<file path="src/hw/rtl/btr_pkg.sv">
// Shared types and constants of the bitmap text rasterizer.
`timescale 1ns / 1ps
`default_nettype none

package btr_pkg;

    // Request codes of an input item.
    localparam logic [1:0] REQ_FONT  = 2'd0;
    localparam logic [1:0] REQ_BEGIN = 2'd1;
    localparam logic [1:0] REQ_CHAR  = 2'd2;

    // Configuration register indexes.
    localparam logic [1:0] CFG_FONT_W  = 2'd0;
    localparam logic [1:0] CFG_FONT_H  = 2'd1;
    localparam logic [1:0] CFG_SPACING = 2'd2;

    // Spacing modes.
    localparam logic [1:0] SP_MONO = 2'd0;
    localparam logic [1:0] SP_VAR  = 2'd1;
    localparam logic [1:0] SP_TAB  = 2'd2;

    // Register values after reset.
    localparam logic [3:0] RST_FONT_W  = 4'd5;
    localparam logic [4:0] RST_FONT_H  = 5'd7;
    localparam logic [1:0] RST_SPACING = SP_MONO;

    // Character codes.
    localparam logic [7:0] CH_NL    = 8'd10;
    localparam logic [7:0] CH_SPACE = 8'd32;
    localparam logic [7:0] CH_BANG  = 8'd33;
    localparam logic [7:0] CH_ZERO  = 8'd48;
    localparam logic [7:0] CH_NINE  = 8'd57;
    localparam logic [7:0] CH_TILDE = 8'd126;

    // Largest byte address that the font address field can carry.
    localparam int FONT_ADDR_MAX = 2047;

    typedef struct packed {
        logic [1:0]         req_type;
        logic [10:0]        font_addr;
        logic [7:0]         font_byte;
        logic signed [15:0] start_x;
        logic signed [15:0] start_y;
        logic [7:0]         char_code;
    } t_in_item;

    typedef struct packed {
        logic signed [15:0] row_y;
        logic signed [15:0] region_x;
        logic [3:0]         clear_count;
        logic [7:0]         ink_bits;
        logic               last_row;
    } t_out_item;

    typedef enum logic [1:0] {
        ALU_ADD  = 2'd0,
        ALU_MUL  = 2'd1,
        ALU_CSUB = 2'd2,
        ALU_SLT  = 2'd3
    } t_alu_op;

    typedef struct packed {
        t_alu_op     op;
        logic [15:0] a;
        logic [15:0] b;
    } t_alu_req;

endpackage

`default_nettype wire

</file>
<file path="src/hw/rtl/btr_alu.sv">
// Shared arithmetic unit: signed add, small multiply, compare-subtract, signed less-than.
`timescale 1ns / 1ps
`default_nettype none

module btr_alu (
    input  btr_pkg::t_alu_req i_req,
    output logic [17:0]       o_result
);
    import btr_pkg::*;

    logic [15:0] prod;

    assign prod = i_req.a[7:0] * i_req.b[7:0];

    always_comb begin
        case (i_req.op)
            ALU_ADD: begin
                o_result = {{2{i_req.a[15]}}, i_req.a} + {{2{i_req.b[15]}}, i_req.b};
            end
            ALU_MUL: begin
                o_result = {2'b00, prod};
            end
            ALU_CSUB: begin
                // Subtract only when it does not go below zero.
                if (i_req.a >= i_req.b) begin
                    o_result = {2'b00, i_req.a - i_req.b};
                end else begin
                    o_result = {2'b00, i_req.a};
                end
            end
            ALU_SLT: begin
                o_result = {17'd0, $signed(i_req.a) < $signed(i_req.b)};
            end
            default: begin
                o_result = 18'd0;
            end
        endcase
    end

endmodule

`default_nettype wire

</file>
<file path="config.mk">
export PLATFORM = sky130hd
export DESIGN_NAME = btr_alu
export DESIGN_NICKNAME = d
export VERILOG_FILES = /design/src/hw/rtl/btr_pkg.sv /design/src/hw/rtl/btr_alu.sv
export SDC_FILE = /design/constraint.sdc
export NUM_CORES = 1
export LEC_CHECK = 0
export ABC_AREA = 1
export BUFFER_PORTS_ARGS = -buffer_cell sky130_fd_sc_hd__buf_2
export CAP_MARGIN = 20
export CORE_UTILIZATION = 35
export DETAILED_ROUTE_END_ITERATION = 10
export GPL_ROUTABILITY_DRIVEN = 0
export PLACE_DENSITY = 0.63
export SLEW_MARGIN = 20
export SYNTH_ARGS = -nofsm -noshare
export SYNTH_HDL_FRONTEND = slang
export SYNTH_SLANG_ARGS = --single-unit
</file>
<file path="constraint.sdc">
create_clock -name vclk -period 13.3
set_clock_uncertainty 0.2 [all_clocks]
set_input_delay 1.33 -clock vclk [all_inputs]
set_output_delay 1.33 -clock vclk [all_outputs]
set_load 0.03 [all_outputs]
</file>
* After elaboration in Yosys (flattened, before gate mapping)
Cells that the tools add are included.
Cells by class: add/subtract/negate cells 2, multiply operators 1, order comparisons 2, eq/ne operators 3, muxes and demuxes 2, reductions and logical operators 1
Operator list (count):
- $pmux W18 S4 | 1
- $add A16 B16 Y17 | 1
- $ge A16 B16 Y1 | 1
- $lt A16 B16 Y1 | 1
- $mul A8 B8 Y16 | 1
- $mux W16 | 1
- $sub A16 B16 Y16 | 1
- $eq A2 B2 Y1 const B | 2
- $eq A2 B1 Y1 const B | 1
- $logic_not A2 Y1 | 1
Storage, ports and cells: register bits after elaboration 0, input port bits 34, output and inout port bits 18, word-level logic and storage cells 11

* Depth between registers and ports, before layout
Gate-level depths: netlist (run 1).
depth after elaboration 3, depth in mapped cells 21, gate-level depth less buffers 20

* Worst setup path after synthesis (run 1)
OpenSTA, ideal clock, no wires.
path kind input -> output, start input port i_req[16] (netlist bit), end output port o_result[8], arrival 5.094 ns, data required time 11.770 ns, path slack 6.676 ns, stages 17, path buffers 1, cells stage by stage clkbuf_1 -> nand2_1 -> fa_1 -> fa_1 -> inv_1 -> fa_1 -> inv_1 -> fa_1 -> inv_1 -> ha_1 -> a21oi_1 -> o21ai_0 -> a21oi_1 -> nor2_1 -> o21ai_0 -> inv_1 -> nand2_1
Between the ends: word-level cells in the longest chain between the ends 3, elaborated cells on any way between the ends 6, classes of those cells add/sub: 2; mul: 1; order compare: 1; mux: 2
Ends and longest elaborated chain:
- from (decl) | RTL line btr_alu.sv:6 | input btr_pkg::t_alu_req i_req,
- parallel branches: the longest is 2 deep, another holds $mul A8 B8 Y16
- $pmux W18 S4 * | RTL line btr_alu.sv:16 | case (i_req.op)
- to (decl) | RTL line btr_alu.sv:7 | output logic [17:0] o_result
Every way passes the cells marked *.

* Worst setup path after layout (run 1)
start input port i_req[16] (netlist bit), end output port o_result[12]
The elaborated chain is that of the path after synthesis.

==> results of run 1 <==
-- Yosys cell counts --
| master | n |
|---|---|
| nand2_1 | 227 |
| inv_1 | 195 |
| ha_1 | 68 |
| nand3_1 | 66 |
| nor2_1 | 53 |
| a21oi_1 | 38 |
| fa_1 | 38 |
| o21ai_0 | 24 |
| clkbuf_1 | 13 |
| nor2_2 | 11 |
| buf_6 | 10 |
| nand4_1 | 10 |
| nand2_2 | 9 |
| xor2_1 | 8 |
| o21bai_1 | 7 |
| nand3_2 | 5 |
| a21oi_2 | 4 |
| buf_2 | 4 |
| buf_4 | 4 |
| nor3_1 | 4 |
| o21ai_1 | 4 |
| nand2_4 | 3 |
| nor2_4 | 3 |
| inv_2 | 2 |
| a21oi_4 | 1 |
| a31oi_1 | 1 |
| and3_1 | 1 |
| buf_12 | 1 |
| clkinv_1 | 1 |
| nand3_4 | 1 |
| nand3b_1 | 1 |
| nand4_2 | 1 |
| nor3_2 | 1 |
| nor4_1 | 1 |
| o211ai_1 | 1 |
| o21bai_2 | 1 |
| xnor2_1 | 1 |
-- worst min-delay path, stage by stage --
cell	delay (ns)
buf_2	0.11
nand3_1	0.08
nand2_1	0.06
nand3_1	0.06
buf_2	0.18
-- layout by cell type, fill, tap and decap left out, drive strengths merged, types with 5 or more instances in the layout --
cell,synthesis,routed
a21oi,43,43
buf,19,54
fa,38,38
ha,68,68
inv,197,197
nand2,239,239
nand3,72,72
nand4,11,11
nor2,67,67
nor3,5,5
o21ai,28,28
o21bai,8,8
xor2,8,8
-- path summary, 6_finish.rpt --
check / slack, ns / to / start
worst max-delay path: 6.41 / o_result[12] / i_req[16]
worst min-delay path: 2.94 / o_result[0] / i_req[33]
-- metrics by stage --
stage          total power [mW]  std cells
2_1_floorplan             0.314        823
4_1_cts                   0.405       1021
6_report                  0.403       1021
3_3_place_gp              0.401       1021
5_1_grt                   0.464       1021
3_5_place_dp              0.403       1021
-- power breakdown --
part	internal, mW	switching (mW)	leakage, nW
registers	0	0	0
clock network	0	0	0
logic	0.134	0.269	3.28
total	0.134	0.269	3.28
-- cell type report --
class	count	area, µm²	area share [%]
multi-input combinational	593	3920	76.0
inverter	198	743	14.4
timing repair buffer	54	275	5.34
tap	176	220	4.27
-- cells by family (layout without fill, tap and decap cells) --
kind of cell / count (synthesis) / after routing / share of synthesized area (%)
compound gates: 81 / 81 / 9.39
xor+xnor: 9 / 9 / 1.61
fa+ha+maj: 106 / 106 / 32.9
buf+inv: 230 / 252 / 19.9
simple gates: 397 / 397 / 36.1
-- layer usage --
metal / track usage, % / part of all wire [%] / wire, µm
met1: 25.8 / 46 / 6300
met2: 36.0 / 49 / 6610
met3: 0.566 / 3.8 / 519
met4: 2.16 / 1.3 / 176
met5: 0 / 0 / 0
==> flow_metrics.tcl, run 1 <==
set metrics [dict create \
    n_antenna_cell 0 \
    numPortBuffers 52 \
    drt-total-wl_um 13600 \
    ctsHoldBuffers 0 \
    grt_pass1_vias 4872 \
    worstPathRequired_ns 11.77 \
    post-synth-top-area-cell "nand2_1" \
    grt_pass1_wl_um 22900 \
    pre_cts_slack_ns 6.41 \
    grtUsageTotal_pct 19.4 \
    placed_area_mm2 0.00515 \
    seq_area_frac_synth_pct 0 \
    outcome "finished, final reports clean" \
    pin_count 52 \
    drcViolationCount 0 \
    die_x_um 120 \
    die_area_mm2 0.0145 \
    fmax_mhz 145 \
    fin_nets 987 \
    hpwl_um 11600 \
    drive_gt1_share_pct 11.4 \
    wl_per_cell_um 13.3 \
    post_cts_buffers 0 \
    power_density_mw_per_mm2 78.1 \
    rows 42 \
    avgSynthCellArea_um2 5.94 \
    syn2layout_area_growth_pct 5.40 \
    seq_cells 0 \
    path_buf_inv 5 \
    grt_max_degree 32 \
    register_area_um2 0 \
    core_area_mm2 0.0135 \
    start_kind "primary input" \
    irDropWorstVdd_mv 0.0338 \
    hold_ws_ns 2.94 \
    cp.arrival_ns 5.36 \
    slew_headroom_pct 54.8 \
    final-setup-viol-count 0 \
    cp_common_cell "fa_1" \
    vias_per_cell 4.83 \
    crit_fanout 9 \
    antenna_found_initial 0 \
    fin_crit_ns 6.89 \
    drv_cap 0 \
    die_y_um 120 \
    vias 4935 \
    post_cts_resized 0 \
    finish.utilization_pct 38.3 \
    drt-pass1-iter-count 5 \
    hp-class "in -> out" \
    cp_top_family "adder cells" \
    synth_cell_types 37 \
    grt-ovfl-total 0 \
    crit_path_end_kind "output pin" \
    leakage_nw 3.28 \
    fin_area_mm2 0.00515 \
    final_max_slew_viol_count 0 \
    worstMarginPinSlew_ns 0.677 \
    yosys_warnings 0 \
    critPathMaxStageDelay_ns 0.54 \
    antenna_left 0 \
    initial_core_util_pct 36.4 \
    fillers 1564 \
    worstPathCellList "buf_2 > nand2_1 > fa_1 > fa_1 > inv_1 > fa_1 > inv_1 > fa_1 > inv_1 > ha_1 > nand2_1 > o21ai_0 > nand2_1 > nand4_1 > nand3_1 > nand3_2 > buf_2" \
    finalHoldViolCount 0 \
    path_class "in -> out" \
    synth.top_cell.area_share_pct 17.4 \
    synth.net_count 963 \
    crit_cells 17 \
    fin_ws_ns 6.41 \
    syn_inst 823 \
    tns_ns 0 \
    hold_depth 5 \
    slowest_stage "fa_1" \
    synthTopCellsByArea "nand2_1 (17%), ha_1 (17%), fa_1 (16%), inv_1 (15%), nand3_1 (6.8%)" \
    finalCritPeriodShare_pct 51.8 \
    drt_iter0_drc 245 \
    syn-cell-area_mm2 0.00489 \
    nClkBuffers 0 \
    rsz0062_at_grt "no" \
]
(Power assumes the default switching activity.)
==> run 2: changes to the inputs <==
Clock period 13.3 ns to 6.64 ns, I/O delays scaled along.
==> run 2 against run 1 <==
  * Non-clock buffer count stayed put
  * Cell area stayed put
  * Wire length is 0.60% lower
  * Flip-flop and latch count stayed put
  * Combinational power is 100% higher
  * Critical path type unchanged
  * Die area stayed put
  * Critical path depth is 1 higher
  * Via count is 1.8% lower
==> flow_metrics.tcl, run 2 (same netlist as run 1, synthesis figures left out) <==
set metrics [dict create \
    worstPathCellList "buf_2 > nand2_1 > fa_1 > fa_1 > inv_1 > fa_1 > inv_1 > fa_1 > inv_1 > ha_1 > a21oi_1 > o21ai_0 > a21oi_1 > nor2_1 > o21ai_0 > inv_1 > nand2_1 > buf_2" \
    p_int_mw 0.268 \
    start_kind "primary input" \
    path_class "in -> out" \
    layout_common_cells "nand2_1 (227), inv_1 (195), ha_1 (68), nand3_1 (66), nor2_1 (53)" \
    numPortBuffers 52 \
    worstMarginPinSlew_ns 0.662 \
    tns_ns 0 \
    die_x_um 120 \
    grt_pass1_wl_um 22700 \
    fin_nets 987 \
    seq_cells 0 \
    fin_crit_ns 5.61 \
    crit_path_end_kind "output pin" \
    hold_depth 5 \
    initial_core_util_pct 36.4 \
    ctsHoldBuffers 0 \
    slowest_stage "fa_1" \
    rsz0062_at_grt "no" \
    syn2layout_area_growth_pct 5.40 \
    p_sw_share_pct 66.8 \
    cp_top_family "adder cells" \
    drt-pass1-iter-count 4 \
    drive_gt1_share_pct 11.4 \
    wl_per_cell_um 13.2 \
    multi_input_area_mm2 0.00392 \
    power_frac_seq_pct 0 \
    p_clk_share_pct 0 \
    slew_headroom_pct 55.8 \
    leakage_nw 3.28 \
    min-delay-start "i_req[33]" \
    irDropWorstVdd_mv 0.0658 \
    drcViolationCount 0 \
    die_y_um 120 \
    crit_fanout 9 \
    min_to "o_result[0]" \
    outcome "finished, final reports clean" \
    cp.arrival_ns 4.75 \
    drt-total-wl_um 13500 \
    post_cts_buffers 0 \
    power.switching_mw 0.540 \
    power_density_mw_per_mm2 157 \
    vias_per_cell 4.75 \
    pwr-share-comb_pct 100.0 \
    finalHoldViolCount 0 \
    drv_cap 0 \
    drt_iter0_drc 266 \
    hpwl_um 11600 \
    grt_pass1_vias 4806 \
    final_max_slew_viol_count 0 \
    final_common_cell "nand2_1" \
    hp-class "in -> out" \
    final-setup-viol-count 0 \
    critPathMaxStageDelay_ns 0.55 \
    worstPathRequired_ns 5.78 \
    total_power_mw 0.808 \
    pin_count 52 \
    register_area_um2 0 \
    core_area_mm2 0.0135 \
    vias 4847 \
    rows 42 \
    nClkBuffers 0 \
    antenna_found_initial 0 \
    antenna_left 0 \
    n_antenna_cell 0 \
    path_buf_inv 6 \
    grt-ovfl-total 0 \
    finalCritPeriodShare_pct 84.5 \
    fillers 1550 \
    die_area_mm2 0.0145 \
    grtUsageTotal_pct 19.3 \
    grt_max_degree 32 \
    fmax_mhz 178 \
    post_cts_resized 0 \
]
-- run 2: cell counts in the layout (fill, tap and decap cells not counted) --
Identical to the previous run, type by type.
-- run 2: metrics by stage --
| step | hold slack (ns) | utilization, % | cells | worst slack, ns | instance area, µm² |
|---|---|---|---|---|---|
| global placement | 1.59 | 38.3 | 1021 | 1.11 | 5150 |
| floorplan | 1.38 | - | 823 | 1.35 | 4890 |
| CTS | 1.61 | 38.3 | 1021 | 1.04 | 5150 |
| detailed placement | 1.60 | 38.3 | 1021 | 1.06 | 5150 |
| finish | 1.60 | 38.3 | 1021 | 1.03 | 5150 |
| global route | 1.63 | 38.3 | 1021 | 0.816 | 5150 |
-- run 2: metal layers --
| metal | GRT usage, % | part of all wire, % | wire length (µm) |
|---|---|---|---|
| met2 | 36.4 | 49 | 6650 |
| met1 | 25.0 | 45 | 6120 |
| met3 | 1.32 | 4.9 | 666 |
| met5 | 0 | 0 | 0 |
| met4 | 1.39 | 0.66 | 89 |
-- run 2: how the worst max path moves through the flow --
stage,startpoint,to,cells after the start
finish,i_req[7],o_result[8],18
global route,i_req[20],o_result[15],19
CTS,i_req[16],o_result[8],18
detailed placement,i_req[16],o_result[8],18
global placement,i_req[16],o_result[14],17
floorplan,i_req[16],o_result[8],17
-- run 2: cell type report --
| type | count | share of cell area (%) |
|---|---|---|
| repair buffers | 54 | 5.34 |
| inverters | 198 | 14.4 |
| well taps | 176 | 4.27 |
| multi-input cells | 593 | 76.0 |
-- run 2: power by group through the flow --
stage               Sequential (mW)  Combinational, mW  Clock, mW
floorplan                         0              0.630          0
global placement                  0              0.804          0
detailed placement                0              0.806          0
CTS                               0              0.811          0
global route                      0              0.930          0
finish                            0              0.808          0
==> run 3: changes to the inputs <==
Settings changed: PLACE_DENSITY 0.63 to 0.65.
Clock period 6.64 ns to 4.9 ns, I/O delays scaled along.
==> run 3 against run 2 <==
  * Critical path depth increased by 1
  * Power increased by 100%
  * Global-route usage increased by 1.1 points
  * Die area unchanged
  * Wire length increased by 6.6%
  * Cell count increased by 4.4%
  * Combinational power increased by 100%
  * Non-clock buffer count increased by 45
  * Cell area increased by 15%
  * First-iteration DRC count decreased by 43%
  * Largest cell class unchanged
  * Highest routed layer unchanged
==> flow_metrics.tcl, run 3 (same netlist as run 1, synthesis figures left out) <==
set metrics [dict create \
    fin_nets 1032 \
    place_inst 1063 \
    rsz0062_at_grt "yes" \
    grtUsageTotal_pct 20.4 \
    initial_core_util_pct 36.4 \
    start_kind "primary input" \
    final_max_slew_viol_count 0 \
    irDropWorstVdd_mv 0.212 \
    seq_cells 0 \
    drv_cap 0 \
    cp_top_family "adder cells" \
    finalCritPeriodShare_pct 98.4 \
    pre_cts_slack_ns -0.282 \
    nClkBuffers 0 \
    final_common_cell "nand2_1" \
    worstMarginPinSlew_ns 0.688 \
    finish.utilization_pct 44.2 \
    grt_max_degree 32 \
    slowest_stage "fa_1" \
    drt-pass1-iter-count 4 \
    register_area_um2 0 \
    total_power_mw 1.65 \
    vias 5093 \
    layout_common_cells "nand2_1 (209), inv_1 (188), nand3_1 (60), ha_1 (58), nor2_1 (45)" \
    die_area_mm2 0.0145 \
    numPortBuffers 52 \
    cp.arrival_ns 4.13 \
    grt_pass1_wl_um 24200 \
    drcViolationCount 0 \
    die_y_um 120 \
    fin_crit_ns 4.82 \
    rows 42 \
    crit_path_end_kind "output pin" \
    ctsHoldBuffers 0 \
    path_buf_inv 6 \
    core_area_mm2 0.0135 \
    drt_iter0_drc 151 \
    hold_ws_ns 1.20 \
    worstPathCellList "buf_4 > buf_6 > nand2_2 > inv_2 > fa_1 > fa_1 > fa_1 > inv_2 > fa_1 > inv_2 > ha_4 > a21oi_4 > o21ai_4 > a21oi_2 > nor2_1 > nor2_1 > nand2_1 > nand3_2 > buf_6" \
    grt-ovfl-total 0 \
    worstPathRequired_ns 4.21 \
    grt_pass1_vias 5200 \
    antenna_left 0 \
    final-setup-viol-count 0 \
    fmax_mhz 207 \
    finalNonFillerCells 1066 \
    tns_ns 0 \
    crit_fanout 6 \
    slew_headroom_pct 54.1 \
    hp-class "in -> out" \
    fin_area_mm2 0.00595 \
    antenna_found_initial 0 \
    placed_area_mm2 0.00547 \
    leakage_nw 3.56 \
    n_antenna_cell 0 \
    critPathMaxStageDelay_ns 0.55 \
    syn2layout_area_growth_pct 21.6 \
    cp_common_cell "fa_1" \
    die_x_um 120 \
    drive_gt1_share_pct 23.1 \
    vias_per_cell 4.78 \
    finalHoldViolCount 0 \
    path_class "in -> out" \
    outcome "finished, final reports clean" \
    wl_per_cell_um 13.5 \
    pin_count 52 \
    power_density_mw_per_mm2 278 \
    drt-total-wl_um 14400 \
    fin_ws_ns 0.0786 \
    hpwl_um 12100 \
]
[run 3: cell types whose count changed in the layout (fill, tap and decap cells not counted), sizes merged]
| cell | before | now |
|---|---|---|
| buf | 54 | 99 |
[run 3: layout make-up]
cell class / instances / area, µm²
fill: 1473 / 7510
multi-input combinational: 593 / 4250
inverter: 198 / 743
timing repair buffer: 99 / 732
tap: 176 / 220
[run 3: layer usage]
| metal | vias to the layer above | global-route usage (%) | routed length [µm] |
|---|---|---|---|
| li1 | 2637 | - | - |
| met5 | - | 0 | 0 |
| met2 | 111 | 38.4 | 7220 |
| met1 | 2319 | 25.5 | 6320 |
| met3 | 26 | 0.991 | 446 |
| met4 | 0 | 4.63 | 425 |
[run 3: power breakdown]
group	switching, mW	internal, mW	total [mW]
clock	0	0	0
sequential	0	0	0
combinational	0.971	0.682	1.65
[run 3: path summary, 6_finish.rpt]
check,from,endpoint,cells after the start
max,i_req[3],o_result[10],19
min,i_req[24],o_result[8],4
[run 3: worst min-delay path, delay by kind of cell]
family	cells	cell delay [ns]
AND/OR/NAND/NOR	1	0.06
buffers and inverters	2	0.25
AO/OA/AOI/OAI	1	0.11
[run 3: repair_timing]
item	4_1_cts	5_1_grt
endpoints found under the setup margin	9	10
endpoints found under the hold margin	0	0
setup buffers	0	3
pin swaps	14	41
gates resized for setup	43	79
cloned	0	0
